--- src/rtl/cdc_pkg.sv ---
// calendar date counter package: beat types, date constants and the small
// lookup functions shared by the date and weekday logic. no dependencies.
package cdc_pkg;

    localparam logic [13:0] YEAR_MAX       = 14'd9999;
    localparam logic [4:0]  FEB_BASE_LEN   = 5'd28;
    localparam logic [4:0]  RESET_DAY      = 5'd1;
    localparam logic [3:0]  RESET_MONTH    = 4'd1;
    localparam logic [13:0] RESET_YEAR     = 14'd2001;
    localparam logic [6:0]  RESET_CENTURY  = 7'd20;
    localparam logic [6:0]  RESET_YIC      = 7'd1;
    localparam logic [3:0]  MONTH_DEC      = 4'd12;
    localparam logic [3:0]  MONTH_FEB      = 4'd2;
    localparam logic [3:0]  MONTH_MAR      = 4'd3;
    // ceil(2^19 / 100): exact quotient by 100 for every year below 43699
    localparam logic [12:0] RECIP_100      = 13'd5243;
    localparam int          RECIP_SHIFT    = 19;
    localparam logic [8:0]  WEEKDAY_BIAS   = 9'd210;

    localparam logic KIND_TICK = 1'b0;
    localparam logic KIND_LOAD = 1'b1;

    typedef struct packed {
        logic        kind;
        logic [4:0]  load_day;
        logic [3:0]  load_month;
        logic [13:0] load_year;
    } t_in_beat;

    typedef struct packed {
        logic [4:0]  day_now;
        logic [3:0]  month_now;
        logic [13:0] year_now;
        logic [2:0]  weekday;
        logic        load_rejected;
    } t_out_beat;

    function automatic logic is_leap(input logic [6:0] century, input logic [6:0] yic);
        is_leap = (yic[1:0] == 2'd0) && ((yic != 7'd0) || (century[1:0] == 2'd0));
    endfunction

    function automatic logic [4:0] month_length(input logic [3:0] month, input logic leap);
        logic [4:0] len;
        len = 5'd0;
        case (month)
            4'd1, 4'd3, 4'd5, 4'd7, 4'd8, 4'd10, 4'd12: len = 5'd31;
            4'd4, 4'd6, 4'd9, 4'd11:                   len = 5'd30;
            MONTH_FEB: len = leap ? FEB_BASE_LEN + 5'd1 : FEB_BASE_LEN;
            default:                                   len = 5'd0;
        endcase
        month_length = len;
    endfunction

    // floor(2.6 * m - 0.2) mod 7 with march as m = 1, indexed by calendar month
    function automatic logic [2:0] month_code(input logic [3:0] month);
        logic [2:0] code;
        code = 3'd0;
        case (month)
            4'd1:    code = 3'd0;
            4'd2:    code = 3'd3;
            4'd3:    code = 3'd2;
            4'd4:    code = 3'd5;
            4'd5:    code = 3'd0;
            4'd6:    code = 3'd3;
            4'd7:    code = 3'd5;
            4'd8:    code = 3'd1;
            4'd9:    code = 3'd4;
            4'd10:   code = 3'd6;
            4'd11:   code = 3'd2;
            4'd12:   code = 3'd4;
            default: code = 3'd0;
        endcase
        month_code = code;
    endfunction

    // octal digit folding, 8 = 1 mod 7
    function automatic logic [2:0] mod7(input logic [8:0] x);
        logic [4:0] s1;
        logic [3:0] s2;
        logic [2:0] s3;
        s1 = {2'b00, x[8:6]} + {2'b00, x[5:3]} + {2'b00, x[2:0]};
        s2 = {2'b00, s1[4:3]} + {1'b0, s1[2:0]};
        s3 = {2'b00, s2[3]} + s2[2:0];
        mod7 = (s3 == 3'd7) ? 3'd0 : s3;
    endfunction

endpackage

--- src/rtl/calendar_date_counter.sv ---
// calendar_date_counter: held gregorian date with tick and checked load,
// answering each beat with the date and its weekday. uses cdc_pkg.
// the beat is registered in the date stage, then in the weekday stage
// one beat per cycle when not stalled; the date register is the only loop
// stall on the output backs up through both stages to o_in_stall
// reset: date is 1 january 2001, both stages empty
module calendar_date_counter (
    input  logic              i_clk,
    input  logic              i_rst_n,
    input  logic              i_in_valid,
    output logic              o_in_stall,
    input  cdc_pkg::t_in_beat i_in_data,
    output logic              o_out_valid,
    input  logic              i_out_stall,
    output cdc_pkg::t_out_beat o_out_data
);

    // date stage: held date, also the payload of the first stage
    logic [4:0]  r_day,  n_day;
    logic [3:0]  r_month, n_month;
    logic [13:0] r_year, n_year;
    logic [6:0]  r_cent, n_cent;
    logic [6:0]  r_yic,  n_yic;
    logic        r_rej,  n_rej;
    logic        r_s1_valid;
    logic        r_out_valid;
    cdc_pkg::t_out_beat r_out, n_out;

    logic s2_take;
    logic s1_move;
    logic in_take;

    logic [26:0] ld_prod;
    logic [6:0]  ld_cent;
    logic [13:0] ld_rem;
    logic [6:0]  ld_yic;
    logic        ld_ok;
    logic [4:0]  cur_len;

    logic [6:0]  wd_cent;
    logic [6:0]  wd_yic;
    logic [8:0]  wd_sum;

    assign s2_take    = !r_out_valid || !i_out_stall;
    assign s1_move    = r_s1_valid && s2_take;
    assign o_in_stall = r_s1_valid && !s2_take;
    assign in_take    = i_in_valid && !o_in_stall;

    // next date
    always_comb begin
        ld_prod = {13'd0, i_in_data.load_year} * {14'd0, cdc_pkg::RECIP_100};
        ld_cent = ld_prod[cdc_pkg::RECIP_SHIFT +: 7];
        ld_rem  = i_in_data.load_year - ({ld_cent, 7'd0} - {2'd0, ld_cent, 5'd0}
                  + {5'd0, ld_cent, 2'd0});
        ld_yic  = ld_rem[6:0];
        ld_ok   = (i_in_data.load_year != 14'd0)
                  && (i_in_data.load_year <= cdc_pkg::YEAR_MAX)
                  && (i_in_data.load_month != 4'd0)
                  && (i_in_data.load_month <= cdc_pkg::MONTH_DEC)
                  && (i_in_data.load_day != 5'd0)
                  && (i_in_data.load_day <= cdc_pkg::month_length(i_in_data.load_month,
                      cdc_pkg::is_leap(ld_cent, ld_yic)));
        cur_len = cdc_pkg::month_length(r_month, cdc_pkg::is_leap(r_cent, r_yic));

        n_day   = r_day;
        n_month = r_month;
        n_year  = r_year;
        n_cent  = r_cent;
        n_yic   = r_yic;
        n_rej   = 1'b0;
        if (i_in_data.kind == cdc_pkg::KIND_LOAD) begin
            if (ld_ok) begin
                n_day   = i_in_data.load_day;
                n_month = i_in_data.load_month;
                n_year  = i_in_data.load_year;
                n_cent  = ld_cent;
                n_yic   = ld_yic;
            end else begin
                n_rej = 1'b1;
            end
        end else if (r_day >= cur_len) begin
            n_day = 5'd1;
            if (r_month >= cdc_pkg::MONTH_DEC) begin
                n_month = 4'd1;
                if (r_year >= cdc_pkg::YEAR_MAX) begin
                    n_year = 14'd1;
                    n_cent = 7'd0;
                    n_yic  = 7'd1;
                end else begin
                    n_year = r_year + 14'd1;
                    if (r_yic == 7'd99) begin
                        n_yic  = 7'd0;
                        n_cent = r_cent + 7'd1;
                    end else begin
                        n_yic = r_yic + 7'd1;
                    end
                end
            end else begin
                n_month = r_month + 4'd1;
            end
        end else begin
            n_day = r_day + 5'd1;
        end
    end

    // weekday of the held date, january and february in the previous year
    always_comb begin
        wd_cent = r_cent;
        wd_yic  = r_yic;
        if (r_month < cdc_pkg::MONTH_MAR) begin
            if (r_yic == 7'd0) begin
                wd_cent = r_cent - 7'd1;
                wd_yic  = 7'd99;
            end else begin
                wd_yic = r_yic - 7'd1;
            end
        end
        wd_sum = {4'd0, r_day} + {6'd0, cdc_pkg::month_code(r_month)}
                 + {2'd0, wd_yic} + {4'd0, wd_yic[6:2]} + {4'd0, wd_cent[6:2]}
                 + cdc_pkg::WEEKDAY_BIAS - {1'b0, wd_cent, 1'b0};
        n_out.day_now       = r_day;
        n_out.month_now     = r_month;
        n_out.year_now      = r_year;
        n_out.weekday       = cdc_pkg::mod7(wd_sum);
        n_out.load_rejected = r_rej;
    end

    always_ff @(posedge i_clk) begin
        if (!i_rst_n) begin
            r_day       <= cdc_pkg::RESET_DAY;
            r_month     <= cdc_pkg::RESET_MONTH;
            r_year      <= cdc_pkg::RESET_YEAR;
            r_cent      <= cdc_pkg::RESET_CENTURY;
            r_yic       <= cdc_pkg::RESET_YIC;
            r_rej       <= 1'b0;
            r_s1_valid  <= 1'b0;
            r_out_valid <= 1'b0;
        end else begin
            if (in_take) begin
                r_day   <= n_day;
                r_month <= n_month;
                r_year  <= n_year;
                r_cent  <= n_cent;
                r_yic   <= n_yic;
                r_rej   <= n_rej;
            end
            if (in_take) begin
                r_s1_valid <= 1'b1;
            end else if (s1_move) begin
                r_s1_valid <= 1'b0;
            end
            if (s2_take) begin
                r_out_valid <= r_s1_valid;
            end
        end
    end

    always_ff @(posedge i_clk) begin
        if (s1_move) begin
            r_out <= n_out;
        end
    end

    assign o_out_valid = r_out_valid;
    assign o_out_data  = r_out;

endmodule
--- config.mk ---
export PLATFORM = sky130hd
export DESIGN_NAME = calendar_date_counter
export DESIGN_NICKNAME = d
export VERILOG_FILES = /design/src/rtl/cdc_pkg.sv /design/src/rtl/calendar_date_counter.sv
export SDC_FILE = /design/constraint.sdc
export NUM_CORES = 1
export LEC_CHECK = 0
export ABC_AREA = 1
export BUFFER_PORTS_ARGS = -buffer_cell sky130_fd_sc_hd__buf_2
export CORE_MARGIN = 4
export CORE_UTILIZATION = 54
export CTS_CLUSTER_SIZE = 12
export DETAILED_ROUTE_END_ITERATION = 7
export PLACE_DENSITY = 0.78
export RECOVER_POWER = 50
export SLEW_MARGIN = 30
export SYNTH_ARGS = -nofsm -noshare
export SYNTH_HDL_FRONTEND = slang
export SYNTH_SLANG_ARGS = --single-unit
--- constraint.sdc ---
create_clock -name i_clk -period 15.1 [get_ports i_clk]
set_input_delay 0.755 -clock i_clk [delete_from_list [all_inputs] [get_ports i_clk]]
set_output_delay 0.755 -clock i_clk [all_outputs]
set_load 0.01 [all_outputs]
# Word-level counts from Yosys, hierarchy flattened
# Memory sizes are Yosys's and may differ from the RTL's. A register that Yosys moved wholly into a read port is not among the register bits.
# Cells that the tools add are included.
# op_classes
mul	1
eq_ne	27
add_sub_neg	20
magnitude_cmp	7
mux	38
n_reduce_logical	39
# op_table
operator	count
7-bit two-way mux	16
14-bit two-way mux	5
4-bit == test (second input constant)	10
4-bit by 3-bit == test with 1-bit output (second input constant)	8
5-bit one-hot mux with 3 select lines	2
14-bit by 13-bit multiplier with 26-bit output (second input constant)	1
4-bit two-way mux	6
4-bit by 2-bit == test with 1-bit output (second input constant)	4
5-bit two-way mux	3
14-bit by 1-bit adder with 14-bit output (second input constant)	1
7-bit by 1-bit adder with 7-bit output (second input constant)	2
14-bit greater-or-equal comparator (second input constant)	1
14-bit <= comparator (second input constant)	1
14-bit nonzero test	1
7-bit nonzero test	2
7-bit OR reduction	2
7-bit by 1-bit subtractor with 7-bit output (second input constant)	2
1-bit logical AND	10
8-bit by 5-bit adder with 9-bit output	1
9-bit by 5-bit adder with 9-bit output	1
9-bit by 8-bit adder with 9-bit output (second input constant)	1
9-bit by 8-bit subtractor with 9-bit output	1
6-bit by 7-bit adder with 8-bit output	1
4-bit by 1-bit == test with 1-bit output (second input constant)	2
other kinds (32)	48
# totals
mem_bits_ro	48
memories	1
reg_bits	67
# mem_list
memory	depth	width	read_ports	rd_ports_with_merged_regs	write_ports	line_no	text
(name not given)	16	3	1	1	0	cdc_pkg.sv:58	case (month)

# Depth between registers and ports, before layout
# Gate-level depths: netlist (run 1).
# depth
ltp_word	15
mapped_depth	51
ltp_nobuf	51

# Least setup slack after synthesis (run 1)
# OpenSTA, ideal clock, no wires.
# synth_timing
path_kind	in2reg
from	input i_in_data[5] in the netlist's numbering
to	register (tool-made name)
path_stages	46
required_time_ns	15.044
t_arrival_ns	7.517
slack_ns	7.527
cell_sequence	inv_1 -> fa_1 -> inv_1 -> ha_1 -> fa_1 -> inv_1 -> fa_1 -> fa_1 -> inv_1 -> ha_1 -> a21oi_1 -> o21a_1 -> nand2_1 -> nand2_1 -> nand2_1 -> nand2_1 -> nand3b_1 -> nand2_1 -> [... 10 more ...] -> nand2_1 -> o21ai_1 -> nand2_1 -> ha_1 -> nand4_1 -> o21ai_0 -> nand3_2 -> nand2_4 -> nand3_2 -> nand2_1 -> nand3_2 -> inv_1 -> ha_1 -> inv_1 -> nand4_1 -> nand2_1 -> nand2_1 -> inv_1
# synth_rtl
element	line_no	text
start: declaration	calendar_date_counter.sv:12	input cdc_pkg::t_in_beat i_in_data,

# Final worst setup path (run 1)
# layout_timing
from	input i_in_data[4] in the netlist's numbering
to	register r_cent[1]
# layout_between
elab_chain_len	13
# layout_lines
element	line_no	text
14-bit by 13-bit multiplier with 26-bit output	calendar_date_counter.sv:51	ld_prod = {13'd0, i_in_data.load_year} * {14'd0, cdc_pkg::RECIP_100};
1-bit by 7-bit subtractor with 7-bit output	calendar_date_counter.sv:53	ld_rem = i_in_data.load_year - ({ld_cent, 7'd0} - {2'd0, ld_cent, 5'd0}
7-bit adder	calendar_date_counter.sv:54	+ {5'd0, ld_cent, 2'd0});
7-bit subtractor	calendar_date_counter.sv:53	
7-bit nonzero test	cdc_pkg.sv:39	is_leap = (yic[1:0] == 2'd0) && ((yic != 7'd0) || (century[1:0] == 2'd0));
1-bit logical OR	cdc_pkg.sv:39	
1-bit logical AND	cdc_pkg.sv:39	
1-bit two-way mux	cdc_pkg.sv:48	MONTH_FEB: len = leap ? FEB_BASE_LEN + 5'd1 : FEB_BASE_LEN;
5-bit one-hot mux with 3 select lines	cdc_pkg.sv:45	case (month)
5-bit <= comparator	calendar_date_counter.sv:61	&& (i_in_data.load_day <= cdc_pkg::month_length(i_in_data.load_month,
1-bit logical AND	calendar_date_counter.sv:61	
2-bit by 1-bit != test with 1-bit output (no line)	-	
5-bit AND reduction (no line)	-	
end signal: assignment	calendar_date_counter.sv:133	r_cent <= cdc_pkg::RESET_CENTURY;
end signal: assignment	calendar_date_counter.sv:143	r_cent <= n_cent;
end: declaration	calendar_date_counter.sv:22	logic [6:0] r_cent, n_cent;
# Several ways; a longest one is shown, not always the timed one. The select of a mux whose other input is x is not followed.
# A chain may end at the register's enable or synchronous reset.

==> metrics.txt, run 1 <==
reg-to-reg setup timing slack 7320 ps; total routing resource utilization after global routing 0.233; fraction of layout cells with a size suffix above 1 0.0872; total number of yosys warnings 0; post-route non-filler standard cell count 1,413; Clk Tree Root Cell sky130_fd_sc_hd__clkbuf_16; dominant cell type by count on the critical path sky130_fd_sc_hd__nand2_1; top layer reached by signal wires met4; compound-cell area share of the yosys netlist 0.0971; number of input and output port buffers inserted 56; slowest stage cell on the critical path sky130_fd_sc_hd__fa_1; clock slew at reported path FFs 60 ps; worst path required time 15,320 ps; reg-to-reg critical path startpoint r_month[0]; wire length per cell 15.5 µm; count of final max-slew check failures 28; detailed-routing wirelength on met1 9380 µm; Post-synth ARST share 0; Crit Path Category input port to flip-flop; minimum period implied by the final worst setup slack 8350 ps; RSZ-0062 raised after global routing no; area growth from synthesis to final layout 7.67%; total length of routed met3 wires 1390 µm; hold buffers post-CTS 0; sequential share of the synthesized area 0.178; reg-to-reg critical path endpoint o_out_data[1]; diodes inserted 0; final weighted congestion of routability-driven global placement 1.04; post-synthesis register bit count 70; multi-input combinational cell area 0.00667 mm²; Cell Count Post-Placement 1,397; vias after detailed routing 7,612; DIE WIDTH 140 µm; endpoint with the worst hold slack o_out_data[14]; net count reported at finish 1,462; # rows 47; layout filler cell count 1,489; Rel. slew slack -0.0294; post-synthesis mux area share 0; register area 0.00167 mm²; Setup Fix Bufs, Post-CTS 0; setup violation total in the final timing report 0; worst hold path stage count 0; simple-gate share of the synthesized area 0.172; drt pass-1 iters 5; count of final hold-check violations 0; Overflow after GRT 0; core box area 0.0168 mm²; distinct cell type count of the synthesized netlist 49; Worst Setup Slack post-DPL 6530 ps; maximum single-stage delay on the critical path 550 ps; wire length on met2 10,600 µm; Final Worst Setup Slack 6750 ps; final setup skew 9.13 ps; HPWL after DPL 18,100 µm; H-Tree Depth 3; final clock period utilization by the worst path 0.553; XOR/XNOR Fraction of Synth Area 0.0467; status complete, but fails checks; number of gates resized after CTS 0; Boundary Pins 57; number of antenna violations at the first check in global routing 0; clock insertion delay at the later pin of the skew report 340 ps; max cap viols 1; DP Area 0.00985 mm²; vertical extent of the die 140 µm; TritonCTS clock tree built; most used flip-flop cell after synthesis sky130_fd_sc_hd__dfxtp_1; remaining design rule violation count 0; Sum Neg Setup Slack 0 ps; pin count of the biggest net entering global routing 36; origin of the worst min-delay path r_year[10]; mean instance size in the synthesized netlist 8.25 µm²; Worst setup SP type input port; remaining antenna violation count 0; failing checks capacitance limit, slew limit; die area 0.0195 mm²; measured slew at the worst slew-check pin 1540 ps; netlist area before placement 0.00938 mm²; number of synthesized flops with an enable pin 27; cell count after synthesis 1,137; drt first-iter violations 541; adder-cell share of the synthesized area 0.396; vias in the first global route 7,716; post-synthesis net count 1,411; Arrival @ worst endpoint 8570 ps; final cell area excluding filler cells 0.0101 mm²; wirelength, routed 21,900 µm; largest family of logic cells by synthesized area adder cells; via count normalized by instance count 5.39; cell depth of the worst flop-to-flop path 31; maximum buffer depth of the clock tree 2; highest net fanout along the worst path 25; first-pass GRT wire length 37,400 µm; critical path capture point type flip-flop; Initial Util 0.558; TritonCTS Buffers 9; class of the most critical hold timing path flip-flop to flip-flop; upper clock frequency limit 0.120 GHz; number of sinks driven by the clock tree 70
-- worst max-delay path by stage --
stage | startpoint | end | slack [ps] | cells after the start
after floorplan | i_in_data[5] | flip-flop | 7530 | 46
after detailed placement | i_in_data[4] | r_cent[1] | 6530 | 43
after CTS | i_in_data[4] | r_cent[1] | 6810 | 43
after global placement | i_in_data[6] | r_cent[6] | 6780 | 44
after global routing | i_in_data[4] | r_cent[1] | 6150 | 45
final | i_in_data[4] | r_cent[1] | 6750 | 43
-- flip-flops by register name, summed over array words and instances (netlist names), 4 cells and up, named ones only --
register	cells
r_cent	7
r_year	14
o_out_data	27
r_yic	7
r_month	4
r_day	5
-- Yosys cell counts, types with 2 or more instances --
master,n,area [µm²]
sky130_fd_sc_hd__a211oi_1,2,15.0
sky130_fd_sc_hd__a22oi_1,4,30.0
sky130_fd_sc_hd__o21a_1,3,22.5
sky130_fd_sc_hd__nor2_1,65,244
sky130_fd_sc_hd__o21bai_1,3,22.5
sky130_fd_sc_hd__inv_2,10,37.5
sky130_fd_sc_hd__a21o_1,2,15.0
sky130_fd_sc_hd__buf_6,3,33.8
sky130_fd_sc_hd__inv_1,235,882
sky130_fd_sc_hd__o211ai_1,6,45.0
sky130_fd_sc_hd__o21ai_0,43,215
sky130_fd_sc_hd__nand2_1,157,589
sky130_fd_sc_hd__nor2_2,6,37.5
sky130_fd_sc_hd__ha_1,161,2010
sky130_fd_sc_hd__nand4_1,18,113
sky130_fd_sc_hd__clkinv_2,2,10.0
sky130_fd_sc_hd__nor2_4,4,45.0
sky130_fd_sc_hd__nand2_2,7,43.8
sky130_fd_sc_hd__nor3_2,2,20.0
sky130_fd_sc_hd__nand3b_1,2,15.0
sky130_fd_sc_hd__o21ai_1,14,70.1
sky130_fd_sc_hd__dfxtp_1,43,861
sky130_fd_sc_hd__nand3_2,8,80.1
sky130_fd_sc_hd__a21oi_1,68,340
sky130_fd_sc_hd__nor4_1,4,25.0
sky130_fd_sc_hd__xor2_1,32,280
sky130_fd_sc_hd__nor3_1,16,80.1
sky130_fd_sc_hd__buf_4,2,15.0
sky130_fd_sc_hd__fa_1,85,1700
sky130_fd_sc_hd__o22ai_1,14,87.6
sky130_fd_sc_hd__nand2_4,2,22.5
sky130_fd_sc_hd__buf_2,3,15.0
sky130_fd_sc_hd__edfxtp_1,27,811
sky130_fd_sc_hd__nand3_1,46,230
sky130_fd_sc_hd__xnor2_1,18,158
sky130_fd_sc_hd__clkbuf_1,7,26.3
-- final cells by class --
type | instances | area share
well taps | 220 | 0.0273
clock inverters | 5 | 0.00347
inverters | 248 | 0.0924
multi-input cells | 802 | 0.661
clock buffers | 11 | 0.0240
repair buffers | 57 | 0.0265
flip-flops and latches | 70 | 0.166
-- per-layer routing --
| metal | global-route usage | up-vias |
|---|---|---|
| li1 | - | 3780 |
| met1 | 0.301 | 3543 |
| met2 | 0.398 | 251 |
| met3 | 0.0419 | 38 |
| met4 | 0.0750 | 0 |
| met5 | 0 | - |
-- worst max-delay path: cells and delay by family --
| family | cells | cell delay, ps |
|---|---|---|
| compound gates | 6 | 790 |
| buf+inv | 9 | 1130 |
| simple gates | 19 | 2160 |
| fa+ha+maj | 9 | 3720 |
-- cells in the final DEF (no fill, tap or decap), types with 4 or more instances in the layout --
cell / Yosys / routed
sky130_fd_sc_hd__dfxtp_1: 43 / 43
sky130_fd_sc_hd__nand3_1: 46 / 46
sky130_fd_sc_hd__a22oi_1: 4 / 4
sky130_fd_sc_hd__nand3_2: 8 / 8
sky130_fd_sc_hd__edfxtp_1: 27 / 27
sky130_fd_sc_hd__nand2_1: 157 / 157
sky130_fd_sc_hd__a21oi_1: 68 / 68
sky130_fd_sc_hd__nand4_1: 18 / 18
sky130_fd_sc_hd__buf_2: 3 / 43
sky130_fd_sc_hd__fa_1: 85 / 85
sky130_fd_sc_hd__o21ai_1: 14 / 14
sky130_fd_sc_hd__o21ai_0: 43 / 43
sky130_fd_sc_hd__clkbuf_1: 7 / 15
sky130_fd_sc_hd__inv_2: 10 / 10
sky130_fd_sc_hd__nand2_2: 7 / 7
sky130_fd_sc_hd__nor2_1: 65 / 65
sky130_fd_sc_hd__xor2_1: 32 / 32
sky130_fd_sc_hd__ha_1: 161 / 161
sky130_fd_sc_hd__nor3_1: 16 / 16
sky130_fd_sc_hd__nor2_2: 6 / 6
sky130_fd_sc_hd__o22ai_1: 14 / 14
sky130_fd_sc_hd__nor4_1: 4 / 4
sky130_fd_sc_hd__inv_1: 235 / 235
sky130_fd_sc_hd__xnor2_1: 18 / 18
sky130_fd_sc_hd__clkbuf_16: 0 / 9
sky130_fd_sc_hd__nor2_4: 4 / 4
sky130_fd_sc_hd__o211ai_1: 6 / 6
-- stage by stage --
stage | hold WS, ps | utilization
after global routing | 457 | 0.601
after global placement | 411 | 0.585
after floorplan | 403 | -
after detailed placement | 434 | 0.585
final | 450 | 0.601
after CTS | 450 | 0.602
-- logic make-up (layout without fill, tap and decap cells) --
group	Yosys count	count (layout)
AOI/OAI and AO/OA	164	164
xor gates and xnor gates	50	50
buffers and inverters	265	321
DFF	70	70
and+or+nand+nor	342	342
adders and majority gates	246	246
Power of run 1 is not shown: default switching activity piles up to over one toggle a cycle in this logic, so the estimate is an artifact.
==> run 2, diff against run 1 <==
- PLACE_DENSITY: 0.78 -> 0.81
- clock period: 15.1 -> 7.4 ns (I/O delays scaled with it)
==> metrics.txt, run 2 (synthesis gave the netlist of run 1 again) <==
status complete, but fails checks; failing checks capacitance limit, slew limit; layout filler cell count 1,270 (-15%); diodes inserted 0 (unchanged); clock slew at reported path FFs 60 ps (about the same); count of final max-slew check failures 28 (unchanged); vias in the first global route 8,083 (+4.8%); hold buffers post-CTS 0 (unchanged); Arrival @ worst endpoint 7580 ps (-990 ps); Rel. slew slack -0.107 (-0.0771); total routing resource utilization after global routing 0.238 (+0.00490); dominant cell type by count on the critical path sky130_fd_sc_hd__nand2_1; Crit. Startpoint i_in_data[9]; net count reported at finish 1,567 (+7.2%); wirelength, routed 25,200 µm (+15%); register area 0.00168 mm² (+0.30%); Clk Tree Root Cell sky130_fd_sc_hd__clkbuf_16; final cell area excluding filler cells 0.0114 mm² (+13%); die area 0.0195 mm² (unchanged); Cell Count Post-Placement 1,490 (+6.7%); core box area 0.0168 mm² (unchanged); final clock period utilization by the worst path 0.986; Initial Util 0.558 (unchanged); pin count of the biggest net entering global routing 36 (unchanged); number of antenna violations at the first check in global routing 0 (unchanged); origin of the worst min-delay path i_out_stall; area growth from synthesis to final layout 21.6%; Overflow after GRT 0 (unchanged); via count normalized by instance count 5.49 (+1.9%); Boundary Pins 57 (unchanged); critical path capture point type flip-flop; post-route non-filler standard cell count 1,518 (+7.4%); Crit Path Category input port to flip-flop; number of flip-flops in the largest register 27 (unchanged); DP Area 0.0106 mm² (+7.2%); commonest non-fill, non-tap cells in the layout 216 x sky130_fd_sc_hd__inv_1, 146 x sky130_fd_sc_hd__nand2_1, 134 x sky130_fd_sc_hd__ha_1, 104 x sky130_fd_sc_hd__buf_4, 81 x sky130_fd_sc_hd__fa_1; clock insertion delay at the later pin of the skew report 340 ps (about the same); highest net fanout along the worst path 5 (-80%); number of input and output port buffers inserted 56 (unchanged); drt first-iter violations 569 (+5.2%); upper clock frequency limit 0.137 GHz; final weighted congestion of routability-driven global placement 0.950 (-8.3%); slowest stage cell on the critical path sky130_fd_sc_hd__fa_1; max cap viols 1 (unchanged); remaining design rule violation count 0 (unchanged); number of sinks driven by the clock tree 70 (unchanged); DIE WIDTH 140 µm (unchanged); maximum buffer depth of the clock tree 2 (unchanged); HPWL after DPL 19,400 µm (+7.1%); most frequent standard cell in the layout excluding fill and tap cells sky130_fd_sc_hd__inv_1; reg-to-reg critical path startpoint r_yic[0]; vias after detailed routing 8,332 (+9.5%); setup violation total in the final timing report 0 (unchanged); H-Tree Depth 3 (unchanged); multi-input combinational cell area 0.00713 mm² (+6.8%); measured slew at the worst slew-check pin 1660 ps (+116 ps); final setup skew 5.64 ps (-3.48 ps); vertical extent of the die 140 µm (unchanged); count of final hold-check violations 0 (unchanged); minimum period implied by the final worst setup slack 7290 ps; worst hold slack after final layout 332 ps (-118 ps); post-layout utilization of the core 0.678 (+0.0777); Worst setup SP type input port; drt pass-1 iters 5 (unchanged); class of the most critical hold timing path input port to flip-flop; # rows 47 (unchanged); worst path required time 7690 ps (-7630 ps); first-pass GRT wire length 38,100 µm (+1.9%); TritonCTS clock tree built; remaining antenna violation count 0 (unchanged); fraction of layout cells with a size suffix above 1 0.218 (+0.131); wire length per cell 16.6 µm (+7.0%); TritonCTS Buffers 9 (unchanged); maximum single-stage delay on the critical path 560 ps (about the same); RSZ-0062 raised after global routing yes
[run 2: final timing paths]
check             endpoint  cells after the start  slack (ps)
min reg2reg  o_out_data[0]                      0         450
min            o_out_valid                      3         330
max reg2reg  o_out_data[1]                     33         270
max              flip-flop                     47         110
[run 2: critical path, delay by kind of cell]
family	cells	cell delay (ps)
compound gates	2	240
fa+ha+maj	10	3730
buf+inv	10	780
xor+xnor	1	140
simple gates	24	2330
[run 2: area by class of cell]
class | count | area share
clock inverter | 6 | 0.00538
tap | 220 | 0.0241
timing repair buffer | 162 | 0.0955
sequential | 70 | 0.147
clock buffer | 10 | 0.0210
inverter | 248 | 0.0818
multi-input combinational | 802 | 0.625
[run 2: repair_timing]
action,CTS,global route
setup endpoints to repair,3,42
setup buffers,1,11
pin swaps,0,55
gates resized for setup,6,112
cloned,0,0
[run 2: per-layer routing]
| layer | wire (µm) | share of wire | track usage | vias up |
|---|---|---|---|---|
| li1 | - | - | - | 3980 |
| met1 | 10000 | 0.40 | 0.299 | 3968 |
| met2 | 12800 | 0.51 | 0.426 | 304 |
| met3 | 1270 | 0.050 | 0.0213 | 80 |
| met4 | 1090 | 0.043 | 0.0872 | 0 |
| met5 | 0 | 0 | 0 | - |
[run 2: stage by stage]
| step | setup TNS, ps | setup slack, ps |
|---|---|---|
| detailed placement | -3690 | -375 |
| finish | 0 | 107 |
| floorplan | 0 | 212 |
| global route | -2860 | -193 |
| CTS | 0 | 16.3 |
| global placement | -140 | -140 |
Power of run 2 is left out for the same reason.
